[src/sgm_pkg.sv]
package sgm_pkg;

  localparam int unsigned PIX_W  = 8;
  localparam int unsigned GRAD_W = 11;
  localparam int unsigned MAG_W  = 11;
  localparam int unsigned DIM_W  = 11;
  localparam int unsigned POS_W  = 10;
  localparam int unsigned NCHAN  = 3;
  // sum of two squared gradients stays below 2^21
  localparam int unsigned SQ_W      = 21;
  localparam int unsigned ISQ_STEPS = 11;

  localparam logic [DIM_W-1:0] WIDTH_RST  = 11'd640;
  localparam logic [DIM_W-1:0] HEIGHT_RST = 11'd480;
  localparam logic [DIM_W-1:0] DIM_MIN    = 11'd3;

  localparam logic CFG_WIDTH  = 1'b0;
  localparam logic CFG_HEIGHT = 1'b1;

  localparam logic MODE_PIXEL = 1'b0;
  localparam logic MODE_FLUSH = 1'b1;

  // window of one channel: [row][col], row 0 is the oldest line, col 2 the newest pixel
  typedef logic [2:0][2:0][PIX_W-1:0] sgm_win_t;

  typedef struct packed {
    logic load;
    logic square;
    logic step;
  } sgm_lane_ctl_t;

endpackage

[src/sgm_lane.sv]
module sgm_lane (
  input  logic                         clk_i,
  input  sgm_pkg::sgm_lane_ctl_t       ctl_i,
  input  sgm_pkg::sgm_win_t            win_i,
  output logic signed [sgm_pkg::GRAD_W-1:0] grad_x_o,
  output logic signed [sgm_pkg::GRAD_W-1:0] grad_y_o,
  output logic [sgm_pkg::MAG_W-1:0]    mag_o
);
  import sgm_pkg::*;

  logic signed [GRAD_W:0] gx_full, gy_full;
  logic signed [GRAD_W-1:0] gx_q, gy_q;
  logic [SQ_W-1:0] v_q, v_d;
  logic [SQ_W:0]   res_q, res_d, bit_q, trial;
  logic [2*GRAD_W-1:0] sqx, sqy;

  always_comb begin
    gx_full = $signed({4'd0, win_i[0][2]}) + $signed({3'd0, win_i[1][2], 1'b0})
            + $signed({4'd0, win_i[2][2]}) - $signed({4'd0, win_i[0][0]})
            - $signed({3'd0, win_i[1][0], 1'b0}) - $signed({4'd0, win_i[2][0]});
    gy_full = $signed({4'd0, win_i[0][0]}) + $signed({3'd0, win_i[0][1], 1'b0})
            + $signed({4'd0, win_i[0][2]}) - $signed({4'd0, win_i[2][0]})
            - $signed({3'd0, win_i[2][1], 1'b0}) - $signed({4'd0, win_i[2][2]});
  end

  assign sqx = (2*GRAD_W)'($signed(gx_q) * $signed(gx_q));
  assign sqy = (2*GRAD_W)'($signed(gy_q) * $signed(gy_q));

  // one digit of the floor square root per step
  always_comb begin
    trial = res_q + bit_q;
    v_d   = v_q;
    res_d = res_q >> 1;
    if ({1'b0, v_q} >= trial) begin
      v_d   = SQ_W'({1'b0, v_q} - trial);
      res_d = (res_q >> 1) + bit_q;
    end
  end

  always_ff @(posedge clk_i) begin
    if (ctl_i.load) begin
      gx_q <= GRAD_W'(gx_full);
      gy_q <= GRAD_W'(gy_full);
    end
    if (ctl_i.square) begin
      v_q   <= SQ_W'(sqx + sqy);
      res_q <= '0;
      bit_q <= (SQ_W+1)'(1) << (SQ_W-1);
    end else if (ctl_i.step) begin
      v_q   <= v_d;
      res_q <= res_d;
      bit_q <= bit_q >> 2;
    end
  end

  assign grad_x_o = gx_q;
  assign grad_y_o = gy_q;
  assign mag_o    = MAG_W'(res_q);

endmodule

[config.mk]
export PLATFORM = sky130hd
export DESIGN_NAME = sgm_lane
export DESIGN_NICKNAME = d
export VERILOG_FILES = /design/src/sgm_pkg.sv /design/src/sgm_lane.sv
export SDC_FILE = /design/constraint.sdc
export NUM_CORES = 1
export LEC_CHECK = 0
export ABC_CLOCK_PERIOD_IN_PS = 7400
export BUFFER_PORTS_ARGS = -buffer_cell sky130_fd_sc_hd__buf_2
export CORE_MARGIN = 4
export CORE_UTILIZATION = 59
export DETAILED_ROUTE_END_ITERATION = 8
export PLACE_DENSITY_LB_ADDON = 0.2
export SYNTH_ARGS = -nofsm -noshare
export SYNTH_HDL_FRONTEND = slang
export SYNTH_SLANG_ARGS = --single-unit
export TNS_END_PERCENT = 5
[constraint.sdc]
create_clock -name clk_i -period 7.4 [get_ports clk_i]
set_clock_uncertainty 0.15 [all_clocks]
set_input_delay 0.37 -clock clk_i [delete_from_list [all_inputs] [get_ports clk_i]]
set_output_delay 0.37 -clock clk_i [all_outputs]
set_load 0.05 [all_outputs]
==> load_flow_metrics.sql, run 1 <==
INSERT INTO impl_metrics (metric_group, metric, value, unit) VALUES
('outcome', 'outcome', 'complete, no violations', ''),
('clock_tree', 'htree_num_levels', '3', ''),
('cells_and_area', 'layout.cells.most_common_list', 'inv_1, fa_1, ha_1', ''),
('place', 'half_perimeter_wire_length_of_the_detailed_placement_result', '28200', 'µm'),
('cells_and_area', 'utilization', '64.8', '%'),
('worst_setup_path', 'critPathRequiredTime', '7.32', 'ns'),
('global_routing', 'grt_first_pass_wirelength', '57600', 'µm'),
('worst_setup_path', 'cp-start-kind', 'register', ''),
('place', 'port_buffers', '100', ''),
('die', 'start_util', '60.1', '%'),
('clock_tree', 'ctsRootBufferMaster', 'clkbuf_16', ''),
('global_routing', 'groute.usage.overall', '24.4', '%'),
('die', 'row_count', '59', ''),
('timing', 'finalMaxSlewViolations', '0', ''),
('clock_tree', 'tritoncts.num_buffers', '9', ''),
('synthesis', 'synthDominantCellAreaShare', '36.7', '%'),
('timing', 'timing.final.crit_share', '94.7', '%'),
('detailed_routing', 'drt-initial-drc-count', '543', ''),
('synthesis', 'synthCells', '1638', ''),
('detailed_routing', 'route.detailed.drc', '0', ''),
('synthesis', 'synth_enable_flop_cells', '43', ''),
('die', 'area_inside_the_core_boundary', '26100', 'µm²'),
('clock_tree', 'cts_hold_repair.buffers', '0', ''),
('synthesis', 'synthesis.area_per_instance', '9.57', 'µm²'),
('detailed_routing', 'drtPass1Iterations', '5', ''),
('hold_path', 'hold_path_class', 'in -> reg', ''),
('timing', 'fin_crit', '7.00', 'ns'),
('cells_and_area', 'area_growth', '7.70', '%'),
('worst_setup_path', 'critPathMaxFanout', '7', ''),
('timing', 'finalHoldWorstSlack', '0.310', 'ns'),
('worst_setup_path', 'timing.critical_path.arrival', '6.93', 'ns'),
('timing', 'hold_viol_final', '0', ''),
('worst_setup_path', 'endpoint_kind', 'register', ''),
('die', 'die_w', '171', 'µm'),
('synthesis', 'synthesis.area', '15700', 'µm²'),
('synthesis', 'synthDominantAreaCellType', 'fa_1', ''),
('detailed_routing', 'vias', '11200', ''),
('die', 'die_y', '171', 'µm'),
('global_routing', 'grt_start_max_net_pins', '66', ''),
('cells_and_area', 'final_layout_size_suffix_gt1_share', '10.7', '%'),
('global_routing', 'grt_pass1_vias', '12300', ''),
('cells_and_area', 'layout.area.seq', '1950', 'µm²'),
('synthesis', 'synth_fp_nets', '2153', ''),
('clock_tree', 'clock_insertion_delay_worst_skew', '0.36', 'ns'),
('timing', 'fmax', '143', 'MHz'),
('detailed_routing', 'ant_nets', '0', ''),
('clock_tree', 'cts_sinks', '76', ''),
('clock_tree', 'cts-root-to-sink-buffers', '2', ''),
('global_routing', 'number_of_antenna_violations_at_the_first_check_in_global_routing', '0', ''),
('run', 'maxCapViolations', '0', ''),
('timing', 'timing.final.ws_setup', '0.395', 'ns'),
('synthesis', 'synth-warning-count', '0', ''),
('die', 'floorplan.die_area', '29200', 'µm²'),
('timing', 'unrepaired_setup_endpoints_after_global_routing', 'false', ''),
('detailed_routing', 'wire_per_inst', '16.1', 'µm'),
('timing', 'totalNegativeSetupSlack', '0', 'ns'),
('detailed_routing', 'post_drt_via_cell_ratio', '5.42', ''),
('synthesis', 'synth-main-ff-cell', 'edfxtp_1', ''),
('cells_and_area', 'num_antenna_cells', '0', ''),
('timing', 'setup_viol', '0', ''),
('timing', 'worst-slew-pin-transition', '0.954', 'ns'),
('cells_and_area', 'final_common_cell', 'inv_1', ''),
('synthesis', 'synth_seq_area_share', '12.5', '%'),
('synthesis', 'post_synth_num_cell_types', '74', ''),
('clock_tree', 'clock_transition_time_at_the_flip_flop_clock_pins_of_the_worst_setup_and_hold_paths', '0.07', 'ns'),
('die', 'num_io_pins', '109', ''),
('detailed_routing', 'finalWirelength', '33300', 'µm'),
('synthesis', 'yosys_register_bits', '76', ''),
('synthesis', 'fraction_of_registers_with_async_set_reset', '0', '%'),
('global_routing', 'globalRoute.totalOverflow', '0', ''),
('synthesis', 'synth_top_cells_by_area', 'fa_1, ha_1, inv_1, edfxtp_1, dfxtp_1', ''),
('cells_and_area', 'nets', '2243', ''),
('clock_tree', 'tritoncts', 'done', ''),
('worst_setup_path', 'critPathKind', 'reg -> reg', ''),
('timing', 'slew_headroom', '36.3', '%'),
('place', 'routabilityCongestion', '0.901', ''),
('place', 'pre_cts_slack', '0.310', 'ns'),
('cells_and_area', 'multi_input_area', '11900', 'µm²'),
('cells_and_area', 'filler_cell_count', '2145', '');
[final timing paths]
path                       to        start  depth (start not counted)  slack (ns)
hold reg to reg      res_q[0]     res_q[0]                          2        0.36
setup reg to reg      v_q[16]  grad_x_o[2]                         23        0.40
hold / removal    grad_y_o[0]    win_i[65]                          3        0.31
setup / recovery      v_q[16]  grad_x_o[2]                         23        0.40
[cells by family after synthesis]
| group | after synthesis | synth area share, % |
|---|---|---|
| AOI/OAI and AO/OA | 217 | 9.69 |
| xor gates and xnor gates | 104 | 5.93 |
| adders and majority gates | 439 | 48.8 |
| buffers and inverters | 456 | 11.4 |
| DFF | 76 | 12.5 |
| muxes | 24 | 1.58 |
| and+or+nand+nor | 322 | 10.2 |
[worst max-delay path, stage by stage (launching register included)]
cell and delay (ns):
edfxtp_1 0.53, and2_1 0.22, inv_1 0.07, fa_1 0.49, inv_1 0.05, fa_1 0.53
inv_1 0.05, fa_1 0.46, fa_1 0.51, inv_1 0.05, fa_1 0.47, fa_1 0.54
inv_1 0.05, fa_1 0.52, inv_1 0.04, ha_1 0.35, nand2_1 0.12, a21boi_0 0.09
a311oi_1 0.37, o21ai_1 0.24, a31oi_1 0.24, xnor2_1 0.09, a221oi_1 0.33, o211ai_1 0.14
[state kept, by name, indices dropped and copies added (netlist names)]
signal	count
bit_q	11
v_q	21
grad_x_o	11
res_q	22
grad_y_o	11
[synthesized netlist by cell type (13+ instances only)]
library cell	number
and2_1	38
edfxtp_1	43
nor2b_1	28
a21oi_1	49
mux2i_1	18
a31oi_1	14
dfxtp_1	33
clkbuf_1	33
xnor2_1	71
fa_1	287
nor3_1	13
ha_1	152
a211oi_1	21
xor2_1	32
inv_1	402
nand2_1	104
a21o_1	16
o21ai_0	39
nor2_1	81
[routing by layer]
metal | global-route usage, % | wire, µm | part of all wire [%]
met5 | 0 | 0 | 0
met4 | 6.51 | 822 | 2.5
met3 | 2.84 | 1240 | 3.7
met2 | 45.0 | 17100 | 52
met1 | 30.6 | 14100 | 42
[final cells by class]
| cell class | instances | area share (%) |
|---|---|---|
| inverters | 402 | 8.94 |
| well taps | 335 | 2.48 |
| clock inverters | 6 | 0.371 |
| multi-input cells | 1106 | 70.7 |
| clock buffers | 10 | 1.48 |
| repair buffers | 133 | 4.43 |
| flip-flops and latches | 76 | 11.6 |
[stage by stage]
stage | instances | cell area [µm²]
final | 2068 | 16900
after global routing | 2068 | 16900
after CTS | 2062 | 16800
after floorplan | 1638 | 15700
after global placement | 2046 | 16500
after detailed placement | 2046 | 16500
[timing repair]
action / 4_1_cts / 5_1_grt
setup buffers: 0 / 6
gates resized for setup: 0 / 1
endpoints found under the setup margin: 0 / 3
Power of run 1 is left out: the tool's default activity adds up to more than one toggle a clock period on the data nets, which glitch-free logic cannot reach.
==> inputs of run 2 (changes only) <==
--- a/config.mk
+++ b/config.mk
@@ -8,7 +8,7 @@
 export ABC_CLOCK_PERIOD_IN_PS = 7400
 export BUFFER_PORTS_ARGS = -buffer_cell sky130_fd_sc_hd__buf_2
 export CORE_MARGIN = 4
-export CORE_UTILIZATION = 59
+export CORE_UTILIZATION = 25
 export DETAILED_ROUTE_END_ITERATION = 8
 export PLACE_DENSITY_LB_ADDON = 0.2
 export SYNTH_ARGS = -nofsm -noshare
==> run 2 against run 1 <==
Against the previous run: non-clock buffer count up 1; routed wire length up 10%; clock-buffer cell count up 1; maximum frequency up 0.77%; die area up 130%; setup slack better by 0.054 ns; final cell count up 24%; global-route usage down 13 points; design area up 3.7%.
==> load_flow_metrics.sql, run 2 (synthesized netlist as in run 1, its figures left out) <==
INSERT INTO impl_metrics (metric_group, metric, value, unit) VALUES
('outcome', 'outcome', 'complete, no violations', ''),
('worst_setup_path', 'cpPeakStageDelay', '0.60', 'ns'),
('worst_setup_path', 'r2r_slack', '0.45', 'ns'),
('cells_and_area', 'regMostFlops', 'res_q', ''),
('hold_path', 'min_to', 'grad_x_o[0]', ''),
('worst_setup_path', 'worst_r2r_path_depth', '23', ''),
('worst_setup_path', 'cp-start-kind', 'register', ''),
('detailed_routing', 'ant_nets', '0', ''),
('cells_and_area', 'final_common_cell', 'inv_1', ''),
('detailed_routing', 'post_drt_via_cell_ratio', '4.20', ''),
('worst_setup_path', 'crit_path_cell_trace', 'buf_4, nand2_1, fa_1, inv_1, fa_1, inv_1, fa_1, fa_1, inv_1, fa_1, fa_1, inv_1, fa_1, inv_1, ha_1, nor3_1, o2111ai_1, a31o_2, a221oi_2, nand2_1, o311ai_0, xor2_1, o21ai_0', ''),
('die', 'start_util', '25.3', '%'),
('cells_and_area', 'num_antenna_cells', '0', ''),
('worst_setup_path', 'critPathRequiredTime', '7.34', 'ns'),
('run', 'maxCapViolations', '0', ''),
('timing', 'finalMaxSlewViolations', '0', ''),
('cells_and_area', 'layout.cells.most_common_list', 'inv_1, fa_1, ha_1', ''),
('clock_tree', 'cts_hold_repair.buffers', '0', ''),
('detailed_routing', 'finalWirelength', '36700', 'µm'),
('detailed_routing', 'vias', '10800', ''),
('worst_setup_path', 'timing.critical_path.arrival', '6.89', 'ns'),
('cells_and_area', 'final_layout_size_suffix_gt1_share', '10.8', '%'),
('place', 'placed_area', '17200', 'µm²'),
('timing', 'setup_viol', '0', ''),
('die', 'die_y', '258', 'µm'),
('cells_and_area', 'layout.area.seq', '1950', 'µm²'),
('global_routing', 'grt_pass1_vias', '12200', ''),
('clock_tree', 'cts_sinks', '76', ''),
('hold_path', 'min-delay-start', 'win_i[49]', ''),
('place', 'half_perimeter_wire_length_of_the_detailed_placement_result', '31500', 'µm'),
('clock_tree', 'cts-root-to-sink-buffers', '2', ''),
('timing', 'fin_crit', '6.95', 'ns'),
('timing', 'slew_headroom', '37.8', '%'),
('global_routing', 'grt_first_pass_wirelength', '62300', 'µm'),
('global_routing', 'grt_start_max_net_pins', '65', ''),
('clock_tree', 'tritoncts.num_buffers', '9', ''),
('worst_setup_path', 'critPathKind', 'reg -> reg', ''),
('global_routing', 'groute.usage.overall', '11.5', '%'),
('cells_and_area', 'stdcell_count', '2570', ''),
('hold_path', 'depth_of_the_worst_hold_timing_path', '3', ''),
('worst_setup_path', 'rr_startpoint', 'grad_x_o[3]', ''),
('worst_setup_path', 'critical-path-top-cell-by-count', 'fa_1', ''),
('place', 'port_buffers', '100', ''),
('place', 'place_inst', '2552', ''),
('die', 'floorplan.die_area', '66700', 'µm²'),
('cells_and_area', 'area_growth', '11.7', '%'),
('die', 'num_io_pins', '109', ''),
('clock_tree', 'ctsRootBufferMaster', 'clkbuf_16', ''),
('clock_tree', 'htree_num_levels', '3', ''),
('cells_and_area', 'nets', '2244', ''),
('cells_and_area', 'filler_cell_count', '6578', ''),
('timing', 'worst-slew-pin-transition', '0.931', 'ns'),
('worst_setup_path', 'cpMaxStageDelayCell', 'fa_1', ''),
('cells_and_area', 'finalInstanceArea', '17500', 'µm²'),
('worst_setup_path', 'crit-reg2reg-capture', 'v_q[19]', ''),
('clock_tree', 'tritoncts', 'done', ''),
('timing', 'totalNegativeSetupSlack', '0', 'ns'),
('clock_tree', 'clock_insertion_delay_worst_skew', '0.37', 'ns'),
('global_routing', 'globalRoute.totalOverflow', '0', ''),
('worst_setup_path', 'endpoint_kind', 'register', ''),
('timing', 'unrepaired_setup_endpoints_after_global_routing', 'false', ''),
('cells_and_area', 'reg_top3', 'res_q: 22 flops, v_q: 21 flops', ''),
('timing', 'timing.final.crit_share', '93.9', '%'),
('timing', 'hold_viol_final', '0', ''),
('hold_path', 'hold_path_class', 'in -> reg', ''),
('clock_tree', 'clock_transition_time_at_the_flip_flop_clock_pins_of_the_worst_setup_and_hold_paths', '0.07', 'ns'),
('place', 'routabilityCongestion', '0.811', ''),
('die', 'row_count', '91', ''),
('detailed_routing', 'route.detailed.drc', '0', ''),
('worst_setup_path', 'critPathMaxFanout', '9', ''),
('worst_setup_path', 'buffering_stage_count_on_the_worst_path_with_inverters_included', '6', ''),
('global_routing', 'number_of_antenna_violations_at_the_first_check_in_global_routing', '0', ''),
('detailed_routing', 'wire_per_inst', '14.3', 'µm'),
('detailed_routing', 'drtPass1Iterations', '5', ''),
('cells_and_area', 'multi_input_area', '11900', 'µm²'),
('die', 'area_inside_the_core_boundary', '61800', 'µm²'),
('cells_and_area', 'utilization', '28.3', '%'),
('timing', 'fmax', '144', 'MHz'),
('cells_and_area', 'largest_register_ff_count', '22', ''),
('die', 'die_w', '258', 'µm'),
('worst_setup_path', 'cp_delay_by_family_top', 'adder cells', ''),
('detailed_routing', 'drt-initial-drc-count', '394', '');
-- run 2: cell types whose count changed in the layout (fill, tap and decap cells not counted), sizes merged --
| cell | change |
|---|---|
| buf | +1 |
| clkbuf | +1 |
| clkinv | -1 |
| inv | -1 |
-- run 2: worst reg2reg max path, delay by kind of cell, from the launching register on --
| kind | cells | cell delay (ns) |
|---|---|---|
| AO/OA/AOI/OAI | 5 | 1.00 |
| flip-flops | 1 | 0.53 |
| adder cells (fa/ha/maj) | 8 | 3.91 |
| XOR/XNOR | 1 | 0.24 |
| AND/OR/NAND/NOR | 3 | 0.31 |
| buffers and inverters | 6 | 0.52 |
-- run 2: timing repair --
action,CTS,global route
setup buffers,0,3
endpoints found under the hold margin,0,0
gates resized for setup,0,3
setup endpoints to repair,0,4
-- run 2: through the flow --
stage | setup WS (ns) | hold WS [ns]
3_3_place_gp | 0.293 | 0.360
3_5_place_dp | 0.252 | 0.360
6_report | 0.449 | 0.300
4_1_cts | 0.257 | 0.285
2_1_floorplan | 0.278 | 0.328
5_1_grt | 0.0179 | 0.303
-- run 2: cell type report --
cell class                 count  share of cell area, %
clock buffer                  11                   1.51
multi-input combinational   1106                   68.3
timing repair buffer         134                   4.32
clock inverter                 4                  0.164
tap                          837                   5.98
sequential                    76                   11.2
inverter                     402                   8.62
-- run 2: metal layers --
layer	GRT usage, %	part of all wire, %
met1	15.2	47
met2	19.8	48
met3	1.80	3.0
met4	2.64	2.2
met5	0	0
-- run 2: how the worst max path moves through the flow --
stage / end / slack (ns) / cells after the start / start
4_1_cts: v_q[20] / 0.26 / 19 / grad_x_o[7]
3_5_place_dp: v_q[20] / 0.25 / 19 / grad_x_o[7]
5_1_grt: v_q[20] / 0.02 / 23 / grad_x_o[3]
6_report: v_q[19] / 0.45 / 23 / grad_x_o[3]
3_3_place_gp: v_q[20] / 0.29 / 19 / grad_x_o[7]
2_1_floorplan: v_q[16] / 0.28 / 23 / grad_x_o[3]
Power of run 2 is left out for the same reason.
